**src/design/u8u16_pkg.sv**
```systemverilog
// Shared constants and types for the UTF-8 to UTF-16 decoder.
// No dependencies.
`default_nettype none

package u8u16_pkg;

    localparam int unsigned ByteW = 8;
    localparam int unsigned UnitW = 16;
    localparam int unsigned CountW = 2;

    localparam logic [ByteW-1:0] LeadAsciiLimit = 8'h80;
    localparam logic [2:0] Lead2Tag = 3'h6;
    localparam logic [3:0] Lead3Tag = 4'hE;
    localparam logic [10:0] Lead2Mask = 11'h7FF;
    localparam logic [5:0] ContMask = 6'h3F;
    localparam logic [UnitW-1:0] Lead3Mask = 16'hFFFF;
    localparam logic [11:0] Mid3Mask = 12'hFFF;

    localparam logic [CountW-1:0] PendIdle = 2'd0;
    localparam logic [CountW-1:0] PendLast = 2'd1;
    localparam logic [CountW-1:0] PendMid = 2'd2;

    typedef struct packed {
        logic [UnitW-1:0] code_unit;
        logic             is_error;
        logic             string_end;
    } u8u16_result_t;

endpackage

`default_nettype wire

```
**src/design/utf8_to_utf16_decoder_unit.sv**
```systemverilog
// Top level of the UTF-8 to UTF-16 decoder (basic multilingual plane).
// Depends on u8u16_pkg.
//
// Usage:
//   Input channel: in_valid / in_stall with byte_value, one UTF-8 byte per beat.
//   Output channel: out_valid / out_stall with code_unit, is_error, string_end.
//   A beat moves when valid is high and stall is low at a rising clk edge.
//   Each accepted byte lands in an input register; the decode logic then
//   writes the output register, so a result is registered in the output
//   register once its final byte has left the input register. Lead and
//   middle bytes of a multi-byte sequence give no result. One byte per cycle
//   is sustained while the receiver does not stall, set by the single decode pass.
//   ASCII bytes pass through; a zero lead byte gives a string_end beat; an
//   invalid lead byte gives an is_error beat and the decoder returns to idle.
//   When the receiver stalls with a result held, the input register holds
//   and in_stall rises once that register is full; nothing is dropped.
//   Reset (rst_n low, asynchronous) empties both registers and returns the
//   decoder to idle with a cleared partial value.
`default_nettype none

module utf8_to_utf16_decoder_unit
    import u8u16_pkg::*;
(
    input  wire logic             clk,
    input  wire logic             rst_n,
    input  wire logic             in_valid,
    output logic                  in_stall,
    input  wire logic [ByteW-1:0] byte_value,
    output logic                  out_valid,
    input  wire logic             out_stall,
    output logic [UnitW-1:0]      code_unit,
    output logic                  is_error,
    output logic                  string_end
);

    logic              in_valid_reg;
    logic [ByteW-1:0]  byte_reg;
    logic [CountW-1:0] pending_count_reg;
    logic [CountW-1:0] pending_count_next;
    logic [UnitW-1:0]  partial_value_reg;
    logic [UnitW-1:0]  partial_value_next;
    logic              out_valid_reg;
    u8u16_result_t     result_reg;
    u8u16_result_t     result_next;
    logic              emit;
    logic              advance;
    logic              load_in;

    assign advance = !out_valid_reg || !out_stall;
    assign load_in = !in_valid_reg || advance;
    assign in_stall = !load_in;

    always_comb
    begin
        pending_count_next = pending_count_reg;
        partial_value_next = partial_value_reg;
        emit = 1'b0;
        result_next = '0;
        case (pending_count_reg)
            PendIdle:
            begin
                if (byte_reg == '0)
                begin
                    emit = 1'b1;
                    result_next.string_end = 1'b1;
                end
                else if (byte_reg < LeadAsciiLimit)
                begin
                    emit = 1'b1;
                    result_next.code_unit = {{(UnitW-ByteW){1'b0}}, byte_reg};
                end
                else if (byte_reg[7:5] == Lead2Tag)
                begin
                    partial_value_next = {5'd0, ({byte_reg[4:0], 6'd0} & Lead2Mask)};
                    pending_count_next = PendLast;
                end
                else if (byte_reg[7:4] == Lead3Tag)
                begin
                    partial_value_next = {byte_reg[3:0], 12'd0} & Lead3Mask;
                    pending_count_next = PendMid;
                end
                else
                begin
                    emit = 1'b1;
                    result_next.is_error = 1'b1;
                end
            end
            PendLast:
            begin
                emit = 1'b1;
                result_next.code_unit = partial_value_reg
                    + {10'd0, byte_reg[5:0] & ContMask};
                pending_count_next = PendIdle;
                partial_value_next = '0;
            end
            default:
            begin
                partial_value_next = partial_value_reg
                    + {4'd0, {byte_reg[5:0], 6'd0} & Mid3Mask};
                pending_count_next = PendLast;
            end
        endcase
    end

    always_ff @(posedge clk or negedge rst_n)
    begin
        if (!rst_n)
        begin
            in_valid_reg <= 1'b0;
            out_valid_reg <= 1'b0;
            pending_count_reg <= PendIdle;
            partial_value_reg <= '0;
        end
        else
        begin
            if (load_in)
            begin
                in_valid_reg <= in_valid;
            end
            if (advance)
            begin
                out_valid_reg <= in_valid_reg && emit;
                if (in_valid_reg)
                begin
                    pending_count_reg <= pending_count_next;
                    partial_value_reg <= partial_value_next;
                end
            end
        end
    end

    always_ff @(posedge clk)
    begin
        if (load_in)
        begin
            byte_reg <= byte_value;
        end
        if (advance && in_valid_reg && emit)
        begin
            result_reg <= result_next;
        end
    end

    assign out_valid = out_valid_reg;
    assign code_unit = result_reg.code_unit;
    assign is_error = result_reg.is_error;
    assign string_end = result_reg.string_end;

    a_special_zero: assert property (@(posedge clk) disable iff (!rst_n)
        out_valid && (is_error || string_end) |-> code_unit == '0)
        else $error("special result carries nonzero code unit");

    a_flags_exclusive: assert property (@(posedge clk) disable iff (!rst_n)
        out_valid |-> !(is_error && string_end))
        else $error("error and end flags both set");

    a_count_range: assert property (@(posedge clk) disable iff (!rst_n)
        pending_count_reg != 2'd3)
        else $error("pending count out of range");

    a_stall_cause: assert property (@(posedge clk) disable iff (!rst_n)
        in_stall |-> out_valid && out_stall)
        else $error("input stalled without a held result");

    a_held_result: assert property (@(posedge clk) disable iff (!rst_n)
        out_valid && out_stall |=> out_valid && $stable(code_unit))
        else $error("held result changed");

endmodule

`default_nettype wire
```
**config.mk**
```make
export PLATFORM = sky130hd
export DESIGN_NAME = utf8_to_utf16_decoder_unit
export DESIGN_NICKNAME = d
export VERILOG_FILES = /design/src/design/u8u16_pkg.sv /design/src/design/utf8_to_utf16_decoder_unit.sv
export SDC_FILE = /design/constraint.sdc
export NUM_CORES = 1
export LEC_CHECK = 0
export BUFFER_PORTS_ARGS = -buffer_cell sky130_fd_sc_hd__buf_2
export CELL_PAD_IN_SITES_DETAIL_PLACEMENT = 0
export CELL_PAD_IN_SITES_GLOBAL_PLACEMENT = 1
export CORE_UTILIZATION = 46
export CTS_BUF_LIST = sky130_fd_sc_hd__clkbuf_8
export DETAILED_ROUTE_END_ITERATION = 12
export PLACE_DENSITY = 0.83
export REMOVE_ABC_BUFFERS = 1
export SYNTH_ARGS = -nofsm -noshare
export SYNTH_HDL_FRONTEND = slang
export SYNTH_SLANG_ARGS = --single-unit
```
**constraint.sdc**
```tcl
create_clock -name clk -period 3.2 [get_ports clk]
set_clock_uncertainty 0.1 [all_clocks]
set_input_delay 0.32 -clock clk [delete_from_list [all_inputs] [get_ports clk]]
set_output_delay 0.32 -clock clk [all_outputs]
set_load 0.005 [all_outputs]
```
After elaboration in Yosys (flattened, before gate mapping)
Index checks and enable logic that the tools add are counted.
{"block": "word_totals", "output_inout_bits": 20, "wordCells": 51, "ff_bits": 46}
{"block": "op_classes", "order_cmp": 1, "n_eq_ne": 6, "n_addsub": 2, "bitwise": 1, "muxes": 20, "reduce_logical": 13}
{"operator": "$mux W16", "count": 4}
{"operator": "$pmux W16 S2", "count": 2}
{"operator": "$add A16 B12 Y16", "count": 1}
{"operator": "$add A16 B6 Y16", "count": 1}
{"operator": "$mux W9", "count": 1}
{"operator": "$logic_not A8 Y1", "count": 1}
{"operator": "$lt A8 B8 Y1 const B", "count": 1}
{"operator": "$mux W2", "count": 4}
{"operator": "$mux W8", "count": 1}
{"operator": "$mux W1", "count": 6}
{"operator": "$reduce_and A5 Y1", "count": 1}
{"operator": "$eq A4 B4 Y1 const B", "count": 1}
{"operator": "$logic_not A1 Y1", "count": 4}
{"operator": "$ne A2 B2 Y1 const B", "count": 2}
{"operator": "$pmux W2 S2", "count": 1}
{"operator": "$eq A3 B3 Y1 const B", "count": 1}
{"operator": "$logic_and A1 B1 Y1", "count": 3}
{"operator": "$ne A3 B3 Y1 const B", "count": 1}
{"operator": "$reduce_or A3 Y1", "count": 1}
{"operator": "$eq A2 B1 Y1 const B", "count": 1}
{"operator": "$logic_not A2 Y1", "count": 1}
{"operator": "$logic_or A1 B1 Y1", "count": 2}
{"operator": "$pmux W1 S2", "count": 1}
{"operator": "$not A1 Y1", "count": 1}

Depth between registers and ports, before layout
Gate-level depths: netlist of the first run.
{"block": "logic_depth", "ltp_word": 7, "mapped_depth": 7}

Worst setup path after synthesis of the first run
No wires, ideal clock.
{"block": "synth_timing", "kind": "register -> register", "start": "reg byte_reg[0]", "end": "reg partial_value_reg[12]", "path_stages_with_launch": 8, "setup_time_ps": 126, "arrival_ps": 2352, "slack_ps": 622, "cell_sequence": "edfxtp_1 > ha_1 > fa_1 > a21o_1 > o21ba_2 > o31ai_1 > mux2_2 > a221o_1"}
{"block": "synth_via", "elab_chain_len": 5, "word_cells_on_any_way": 11, "classes_between": "add/sub (1); order compare (1); eq/ne (2); mux (5); reduce/logical (2)"}
{"element": "start: declaration", "line_no": "utf8_to_utf16_decoder_unit.sv:37", "source": "logic [ByteW-1:0] byte_reg;"}
{"element": "start signal: assignment", "line_no": "utf8_to_utf16_decoder_unit.sv:136", "source": "byte_reg <= byte_value;"}
{"element": "branches (longest 5 deep; another with $add A16 B12 Y16)"}
{"element": "end signal: assignment", "line_no": "utf8_to_utf16_decoder_unit.sv:126", "source": "partial_value_reg <= partial_value_next;"}
{"element": "end: declaration", "line_no": "utf8_to_utf16_decoder_unit.sv:40", "source": "logic [UnitW-1:0] partial_value_reg;"}
Parallel ways; which one is timed is not known. The select of a mux whose other input is x is not followed.
A chain may end at the register's enable or synchronous reset.

Worst setup path in the final report of the first run
Same ends and word-level chain as after synthesis.

==> results of run 1 <==
[path summary, 6_finish.rpt]
path,from,to,slack (ns),cells after the start
worst max-delay path,byte_reg[0],partial_value_reg[12],0.41,7
worst min-delay path,byte_value[4],byte_reg[4],0.10,1
worst max register to register,byte_reg[0],partial_value_reg[12],0.41,7
worst min register to register,out_valid,out_valid,0.45,2
max in group asynchronous,rst_n,pending_count_reg[0],2.37,2
min in group asynchronous,rst_n,partial_value_reg[13],0.37,2
[cell usage after synthesis, drive strengths merged (6+ instances only)]
master / instances
a21oi: 6
and2: 7
dfrtp: 14
edfxtp: 26
ha: 7
nand2: 17
nand3: 7
nor2: 21
o21ai: 8
xor2: 6
[cell families after synthesis]
family / share of synthesized area (%)
adder cells (fa/ha/maj): 5.244
XOR/XNOR: 4.268
multiplexers: 1.097
AO/OA/AOI/OAI: 12.68
buffers and inverters: 2.073
AND/OR/NAND/NOR: 19.33
flip-flops: 55.12
other: 0.1828
[power groups by stage]
stage / clock network (W) / registers, W / logic, W
floorplan: 0 / 0.000931 / 0.000529
detailed placement: 0 / 0.000941 / 0.000818
CTS: 0.000319 / 0.000931 / 0.000827
global placement: 0 / 0.000928 / 0.000789
global route: 0.000340 / 0.000957 / 0.000929
finish: 0.000311 / 0.000932 / 0.000822
[worst max-delay path, stage by stage (launching register included)]
cell and delay, ns:
edfxtp_1 0.47, ha_1 0.28, fa_1 0.40, a21o_1 0.18
o21ba_2 0.21, o31ai_1 0.34, mux2_2 0.38, a221o_1 0.30
[layer usage]
metal  vias up  track usage, %
met5         -               0
met4         0           8.163
met3         9           4.934
met2        62           35.54
met1       716           28.48
li1        753               -
[layout make-up]
class                           count  area [µm²]  area share [%]
Sequential cell                    40        1131           48.01
Clock buffer                        5       68.82           2.921
Inverter                            4       15.01          0.6373
Clock inverter                      3       12.51          0.5311
Tap cell                           50       62.56           2.655
Multi-Input combinational cell    135       878.3           37.28
Timing Repair Buffer               35       187.7           7.966
[stage by stage]
stage	std cells	hold WS, ns
floorplan	179	-0.07559
global placement	263	0.1451
detailed placement	263	0.1505
CTS	272	0.09772
global route	272	0.1015
finish	272	0.1035
==> impl_metrics.ini, run 1 <==
[power]
cell_internal_pwr_w = 0.001271
ir_worst_vdd_v = 0.0003470
pwr-share-clk_pct = 15.1
power_frac_comb_pct = 39.8
p_leak_nw = 0.9911
swShare_pct = 38.43
switchingPower_w = 0.0007934
seq_power_share_pct = 45.1
finalPower_w = 0.002065
power.density_mw_per_mm2 = 876.4

[setup_path]
cp-end-kind = flop
start_kind = flop
critPathKind = flop to flop
path_max_fanout = 5
cp_data_required_time_ns = 3.27
worstPathArrival_ns = 2.86

[layout]
largest_reg_flops = 16
nets = 241
syn2layout_area_growth_pct = 14.82
mostFrequentLayoutCells = 31 x buf_2, 26 x edfxtp_1, 21 x nor2_1, 16 x nand2_1, 14 x dfrtp_1
final_common_cell = buf_2
diodes = 0
fillers = 382
drive_gt1_share_pct = 20.72
stdcell_area_mm2 = 0.002356
final_core_util_pct = 56.85

[global_routing]
grt_max_degree = 26
grt_pass1_vias = 1494
grt_pass1_wl_um = 7272
grt-ovfl-total = 0
antenna_found_initial = 0
grtUsageTotal_pct = 21.87

[detailed_routing]
routed_wl_um = 4490
drt_first_pass_iters = 4
first_iter_violations = 173
via_count = 1540
wl_met3_um = 323
drc_errors = 0
wl_per_cell_um = 16.51
met1_length_um = 1881
wl_met2_um = 2222
ant_nets = 0
vias_per_cell = 5.662
top_layer_used = met4

[clock_network]
clk_pin_slew_ns = 0.07
tritoncts = built
ctsRootBufferMaster = clkbuf_8
cts_made_buffers = 5
cts_hold_buf = 1
cts.sinks = 40
cts_buffer_depth = 2
clk_latency_ns = 0.29
cts_setup_buffers = 0
cts_resized = 0
cts-htree-levels = 2

[run_status]
status = completed

[timing]
finalCritPeriodShare_pct = 87.03
report.final.hold_viol_count = 0
setup-tns-final_ns = 0
slew_violations = 0
slew-limit-headroom_pct = 58.29
setup_viol = 0
clock.fmax_ghz = 0.3591
finalWorstSetupSlack_ns = 0.4150
tightest_slew_ns = 0.6199
rsz0062_at_grt = false
fin_crit_ns = 2.785

[logic_synthesis]
synth.area.top_cells = edfxtp_1 38%, dfrtp_1 17%, ha_1 4.3%, nor2_1 3.8%, nand2_1 2.9%
ys_seq_area_share_pct = 55.12
async_reset_ff_share_pct = 35.00
syn_area_mm2 = 0.002052
synth.distinct_cells = 42
avgSynthCellArea_um2 = 11.09
ys.flop_type = edfxtp_1
synth-edff-count = 26
netlist.area_leader.share_pct = 38.05
synth-seq-cells = 40
yosysTopAreaCell = edfxtp_1
synth_warnings = 0
synthCells = 185

[placed_design]
post-dp-hpwl_um = 3218
dp_slack_ns = 0.4559
io_buffers = 31
postPlaceCellArea_mm2 = 0.002265
place_congestion = 0.8257

[floorplanning]
initial_core_util_pct = 49.52
rows = 23
io_pins = 32
fp.dieH_um = 68.79
die_w_um = 68.79
coreArea_mm2 = 0.004144
dieArea_mm2 = 0.004732

[job]
maxCapViolations = 0

[hold_path]
hp-class = input port to flop
No activity file was read; power rests on OpenSTA's default activity.
==> run 2, diff against run 1 <==
--- a/config.mk
+++ b/config.mk
@@ -5,13 +5,13 @@
 export SDC_FILE = /design/constraint.sdc
 export NUM_CORES = 1
 export LEC_CHECK = 0
-export BUFFER_PORTS_ARGS = -buffer_cell sky130_fd_sc_hd__buf_2
 export CELL_PAD_IN_SITES_DETAIL_PLACEMENT = 0
 export CELL_PAD_IN_SITES_GLOBAL_PLACEMENT = 1
-export CORE_UTILIZATION = 46
+export CORE_UTILIZATION = 50
 export CTS_BUF_LIST = sky130_fd_sc_hd__clkbuf_8
 export DETAILED_ROUTE_END_ITERATION = 12
-export PLACE_DENSITY = 0.83
+export DONT_BUFFER_PORTS = 1
+export PLACE_DENSITY = 0.81
 export REMOVE_ABC_BUFFERS = 1
 export SYNTH_ARGS = -nofsm -noshare
 export SYNTH_HDL_FRONTEND = slang
==> run 2 against run 1 <==
Against the previous run: maximum frequency grew 1.5%; flip-flop and latch count is the same; first-iteration DRC count shrank 57%; die area shrank 7.8%.
==> impl_metrics.ini, run 2 (synthesis gave the netlist of run 1 again) <==
[run_status]
status = completed

[power]
p_leak_nw = 0.8685
ir_worst_vdd_v = 0.0004327
power.density_mw_per_mm2 = 924.9

[detailed_routing]
ant_nets = 0
routed_wl_um = 4011
drt_first_pass_iters = 4
first_iter_violations = 74
vias_per_cell = 5.946
drc_errors = 0
via_count = 1421
wl_per_cell_um = 16.78

[layout]
mostFrequentLayoutCells = 26 x edfxtp_1, 21 x nor2_1, 16 x nand2_1, 14 x dfrtp_1, 8 x o21ai_0
final_common_cell = edfxtp_1
nets = 210
finalNonFillerCells = 239
drive_gt1_share_pct = 8.901
syn2layout_area_growth_pct = 8.598
largest_reg_flops = 16
diodes = 0

[floorplanning]
initial_core_util_pct = 54.02
dieArea_mm2 = 0.004364
coreArea_mm2 = 0.003799
die_w_um = 66.06
rows = 22
fp.dieH_um = 66.06
io_pins = 32

[setup_path]
path_max_fanout = 5
worstPathArrival_ns = 2.83
start_kind = flop
cp_data_required_time_ns = 3.28
critPathKind = flop to flop
reg2reg_depth = 7
cp-end-kind = flop

[timing]
finalCritPeriodShare_pct = 85.77
rsz0062_at_grt = false
setup_viol = 0
fin_crit_ns = 2.745
clock.fmax_ghz = 0.3643
slew_violations = 0
tightest_slew_ns = 0.7117
setup-tns-final_ns = 0
slew-limit-headroom_pct = 52.40
finalWorstSetupSlack_ns = 0.4553
report.final.hold_viol_count = 0

[placed_design]
dp_cells = 230
io_buffers = 0
place_congestion = 0.8843
dp_slack_ns = 0.4731
post-dp-hpwl_um = 2901

[clock_network]
ctsRootBufferMaster = clkbuf_8
cts_made_buffers = 5
cts_buffer_depth = 2
cts.sinks = 40
tritoncts = built
cts-htree-levels = 2
clk_latency_ns = 0.29
clk_pin_slew_ns = 0.08

[global_routing]
grt_pass1_vias = 1401
grt-ovfl-total = 0
grt_max_degree = 26
grtUsageTotal_pct = 21.49
grt_pass1_wl_um = 6810
antenna_found_initial = 0

[job]
maxCapViolations = 0

[hold_path]
hold_depth = 0
hp-class = input port to flop
## run 2: final cells by class
| type | instances | area [µm²] |
|---|---|---|
| fillers | 325 | 1570 |
| flip-flops and latches | 40 | 1131 |
| multi-input cells | 135 | 878.3 |
| clock buffers | 5 | 68.82 |
| well taps | 48 | 60.06 |
| clock inverters | 3 | 42.54 |
| repair buffers | 4 | 32.53 |
| inverters | 4 | 15.01 |
## run 2: power breakdown
part | leakage, nW | total [W] | internal, W | switching [W]
logic | 0.387 | 0.000705 | 0.000300 | 0.000405
registers | 0.428 | 0.000952 | 0.000768 | 0.000184
clock network | 0.0541 | 0.000403 | 0.000231 | 0.000173
## run 2: through the flow
step	hold slack (ns)	utilization [%]	instance area, µm²	total power (W)
after global placement	-0.07515	55.47	2107	0.001637
after detailed placement	-0.07518	55.47	2107	0.001661
after global routing	0.008443	58.66	2228	0.002222
after CTS	0.01800	58.66	2228	0.002067
after floorplan	-0.07559	-	2024	0.001460
final	0.02123	58.66	2228	0.002061
## run 2: path summary, 6_finish.rpt
| check | startpoint | to | slack [ns] |
|---|---|---|---|
| setup / recovery | byte_reg[0] | partial_value_reg[12] | 0.46 |
| hold / removal | byte_value[3] | byte_reg[3] | 0.02 |
| setup reg to reg | byte_reg[0] | partial_value_reg[12] | 0.46 |
| hold reg to reg | partial_value_reg[15] | partial_value_reg[15] | 0.45 |
| max in group asynchronous | rst_n | pending_count_reg[1] | 2.13 |
| min in group asynchronous | rst_n | partial_value_reg[11] | 0.41 |
## run 2: worst max-delay path: stages, from the launching register on
cell	delay (ns)
edfxtp_1	0.45
ha_1	0.27
fa_1	0.41
a21o_1	0.19
o21ba_2	0.21
o31ai_1	0.34
mux2_2	0.38
a221o_1	0.29
## run 2: per-layer routing
layer	GRT usage [%]	vias up	part of all wire, %	wire length [µm]
li1	-	685	-	-
met1	29.52	667	45	1817
met2	31.12	56	45	1820
met3	4.828	13	6.2	248
met4	12.23	0	3.1	124
met5	0	-	0	0
## run 2: timing repair
item / 4_1_cts / 5_1_grt
setup buffers: 0 / 0
resized for setup: 0 / 0
hold endpoints to repair: 14 / 0
hold buffers: 1 / 0
==> run 3, diff against run 2 <==
--- a/config.mk
+++ b/config.mk
@@ -5,14 +5,16 @@
 export SDC_FILE = /design/constraint.sdc
 export NUM_CORES = 1
 export LEC_CHECK = 0
+export ABC_AREA = 1
 export CELL_PAD_IN_SITES_DETAIL_PLACEMENT = 0
 export CELL_PAD_IN_SITES_GLOBAL_PLACEMENT = 1
 export CORE_UTILIZATION = 50
 export CTS_BUF_LIST = sky130_fd_sc_hd__clkbuf_8
 export DETAILED_ROUTE_END_ITERATION = 12
 export DONT_BUFFER_PORTS = 1
-export PLACE_DENSITY = 0.81
+export PLACE_DENSITY = 0.83
 export REMOVE_ABC_BUFFERS = 1
+export SETUP_SLACK_MARGIN = 0.05
 export SYNTH_ARGS = -nofsm -noshare
 export SYNTH_HDL_FRONTEND = slang
 export SYNTH_SLANG_ARGS = --single-unit
==> run 3 against run 2 <==
Against the previous run: non-clock buffer count is 2 lower; clock-buffer cell count stayed put; power is 1.3% higher; die area is 7.6% higher; clock power is 24% lower; largest power group unchanged; critical endpoint is now code_unit[15]; maximum frequency is 38% higher; combinational power is 16% higher; first-iteration DRC count is 36% higher; register-to-register slack better by 0.75 ns; worst setup slack better by 0.75 ns.
==> impl_metrics.ini, run 3 <==
[setup_path]
cp_common_cell = nor2_1
crit_chain = nor2_1 > o21ai_0 > nor2_1 > buf_4
critPathTopFamily = flip-flops
slowest_stage = dfrtp_1
rrSetupSlack_ns = 1.21
critical-path-max-stage-delay_ns = 0.59
critPathKind = flop to flop
worstPathArrival_ns = 1.88
timing.rr.end = code_unit[15]
path_max_fanout = 18
cp.buffers_inverters = 1
cp_data_required_time_ns = 3.08
cp-end-kind = flop
reg2reg_depth = 4
r2r-start = pending_count_reg[1]
start_kind = flop

[layout]
diodes = 0
final_common_cell = nand2_1
fillers = 374
stdcell_area_mm2 = 0.002336
drive_gt1_share_pct = 13.75
final_core_util_pct = 56.77
syn2layout_area_growth_pct = 5.540
nets = 259
mostFrequentLayoutCells = 35 x nand2_1, 30 x inv_1, 26 x edfxtp_1, 23 x nor2_1, 19 x nand3_1
largest_reg_flops = 16

[clock_network]
cts-htree-levels = 2
cts_resized = 0
clk_latency_ns = 0.29
clk_pin_slew_ns = 0.07
cts_made_buffers = 5
ctsRootBufferMaster = clkbuf_8
tritoncts = built
cts_buffer_depth = 2
cts.sinks = 40

[detailed_routing]
drt_first_pass_iters = 4
via_count = 1597
routed_wl_um = 4247
vias_per_cell = 5.507
wl_per_cell_um = 14.64
ant_nets = 0
first_iter_violations = 101
drc_errors = 0

[hold_path]
hold_start = byte_value[0]
min_to = byte_reg[0]
hp-class = input port to flop
hold_depth = 0

[logic_synthesis]
yosysTopAreaCell = edfxtp_1
synthMostInstantiatedCell = nand2_1
synth-edff-count = 26
netlist.area_leader.share_pct = 35.27
synth-seq-cells = 40
yosys-top-cells-count = 35 x nand2_1, 28 x inv_1, 26 x edfxtp_1, 23 x nor2_1, 19 x nand3_1
syn_area_mm2 = 0.002213
async_reset_ff_share_pct = 35.00
synth_warnings = 0
synth.distinct_cells = 38
ys.flop_type = edfxtp_1
synth.area.top_cells = edfxtp_1 35%, dfrtp_1 16%, nand2_1 5.9%, inv_1 4.7%, nand3_1 4.3%
synthCells = 234
avgSynthCellArea_um2 = 9.459
ys_seq_area_share_pct = 51.10

[timing]
finalCritPeriodShare_pct = 62.27
clock.fmax_ghz = 0.5019
setup-tns-final_ns = 0
fin_crit_ns = 1.993
tightest_slew_ns = 0.7531
slew_violations = 0
setup_viol = 0
report.final.hold_viol_count = 0
slew-limit-headroom_pct = 49.63
rsz0062_at_grt = false

[power]
pwr-share-clk_pct = 14.6
swShare_pct = 42.15
power.density_mw_per_mm2 = 893.9
cell_internal_pwr_w = 0.001208
finalPower_w = 0.002088
p_leak_nw = 0.9933
ir_worst_vdd_v = 0.0004177
switchingPower_w = 0.0008802
seq_power_share_pct = 46.1
power_frac_comb_pct = 39.3

[floorplanning]
initial_core_util_pct = 53.79
rows = 23
die_w_um = 68.54
dieArea_mm2 = 0.004697
io_pins = 32
coreArea_mm2 = 0.004115
fp.dieH_um = 68.54

[global_routing]
antenna_found_initial = 0
grt_pass1_vias = 1506
grt-ovfl-total = 0
grt_max_degree = 19
grtUsageTotal_pct = 21.42
grt_pass1_wl_um = 7100

[placed_design]
post-dp-hpwl_um = 3260
place_congestion = 0.9012
postPlaceCellArea_mm2 = 0.002246
io_buffers = 0

[job]
maxCapViolations = 0

[run_status]
status = completed
==> run 3: metal layers <==
| layer | GRT usage [%] | routed length [µm] |
|---|---|---|
| met5 | 0 | 0 |
| met4 | 7.813 | 80 |
| met3 | 4.112 | 165 |
| met2 | 32.60 | 1890 |
| met1 | 30.23 | 2111 |
==> run 3: how the worst max path moves through the flow <==
stage                         startpoint       endpoint  slack [ns]  depth (start not counted)
CTS                 pending_count_reg[1]  code_unit[15]        1.21                          4
floorplan           pending_count_reg[1]   code_unit[0]        0.92                          5
global route        pending_count_reg[1]  code_unit[15]        1.05                          4
finish              pending_count_reg[1]  code_unit[15]        1.21                          4
global placement    pending_count_reg[1]  code_unit[13]        1.30                          6
detailed placement  pending_count_reg[1]  code_unit[13]        1.22                          4
==> run 3: cell families (layout without fill, tap and decap cells) <==
family / after synthesis / after routing / synth area share, %
simple gates: 100 / 100 / 21.88
compound gates: 47 / 47 / 13.85
flops: 40 / 40 / 51.10
buf+inv: 35 / 41 / 6.953
fa+ha+maj: 8 / 8 / 4.861
xor+xnor: 3 / 3 / 1.187
other cells: 1 / 1 / 0.1694
==> run 3: what timing repair did <==
| action | 4_1_cts | 5_1_grt |
|---|---|---|
| endpoints found under the hold margin | 14 | 0 |
| hold buffers | 1 | 0 |
| endpoints found under the setup margin | 0 | 0 |
| setup buffers | 0 | 0 |
==> run 3: per-stage QoR <==
stage / cells / hold WS, ns / setup slack [ns]
floorplan: 230 / -0.07559 / 0.9172
global placement: 281 / -0.07530 / 1.295
detailed placement: 281 / -0.07532 / 1.220
CTS: 290 / 0.01646 / 1.207
global route: 290 / 0.01489 / 1.050
finish: 290 / 0.02169 / 1.207
==> run 3: cell type report <==
| class | instances | area, µm² | area share [%] |
|---|---|---|---|
| well taps | 50 | 62.56 | 2.678 |
| clock inverters | 3 | 11.26 | 0.4821 |
| flip-flops and latches | 40 | 1131 | 48.42 |
| clock buffers | 5 | 68.82 | 2.946 |
| repair buffers | 2 | 17.52 | 0.7499 |
| multi-input cells | 159 | 928.4 | 39.74 |
| inverters | 31 | 116.4 | 4.981 |
==> run 3: power by group through the flow <==
stage | sequential, W | combinational [W] | clock, W
2_1_floorplan | 0.000915 | 0.000663 | 0
3_3_place_gp | 0.000968 | 0.000812 | 0
3_5_place_dp | 0.000974 | 0.000813 | 0
4_1_cts | 0.000962 | 0.000822 | 0.000316
5_1_grt | 0.000993 | 0.000937 | 0.000331
6_report | 0.000963 | 0.000820 | 0.000306
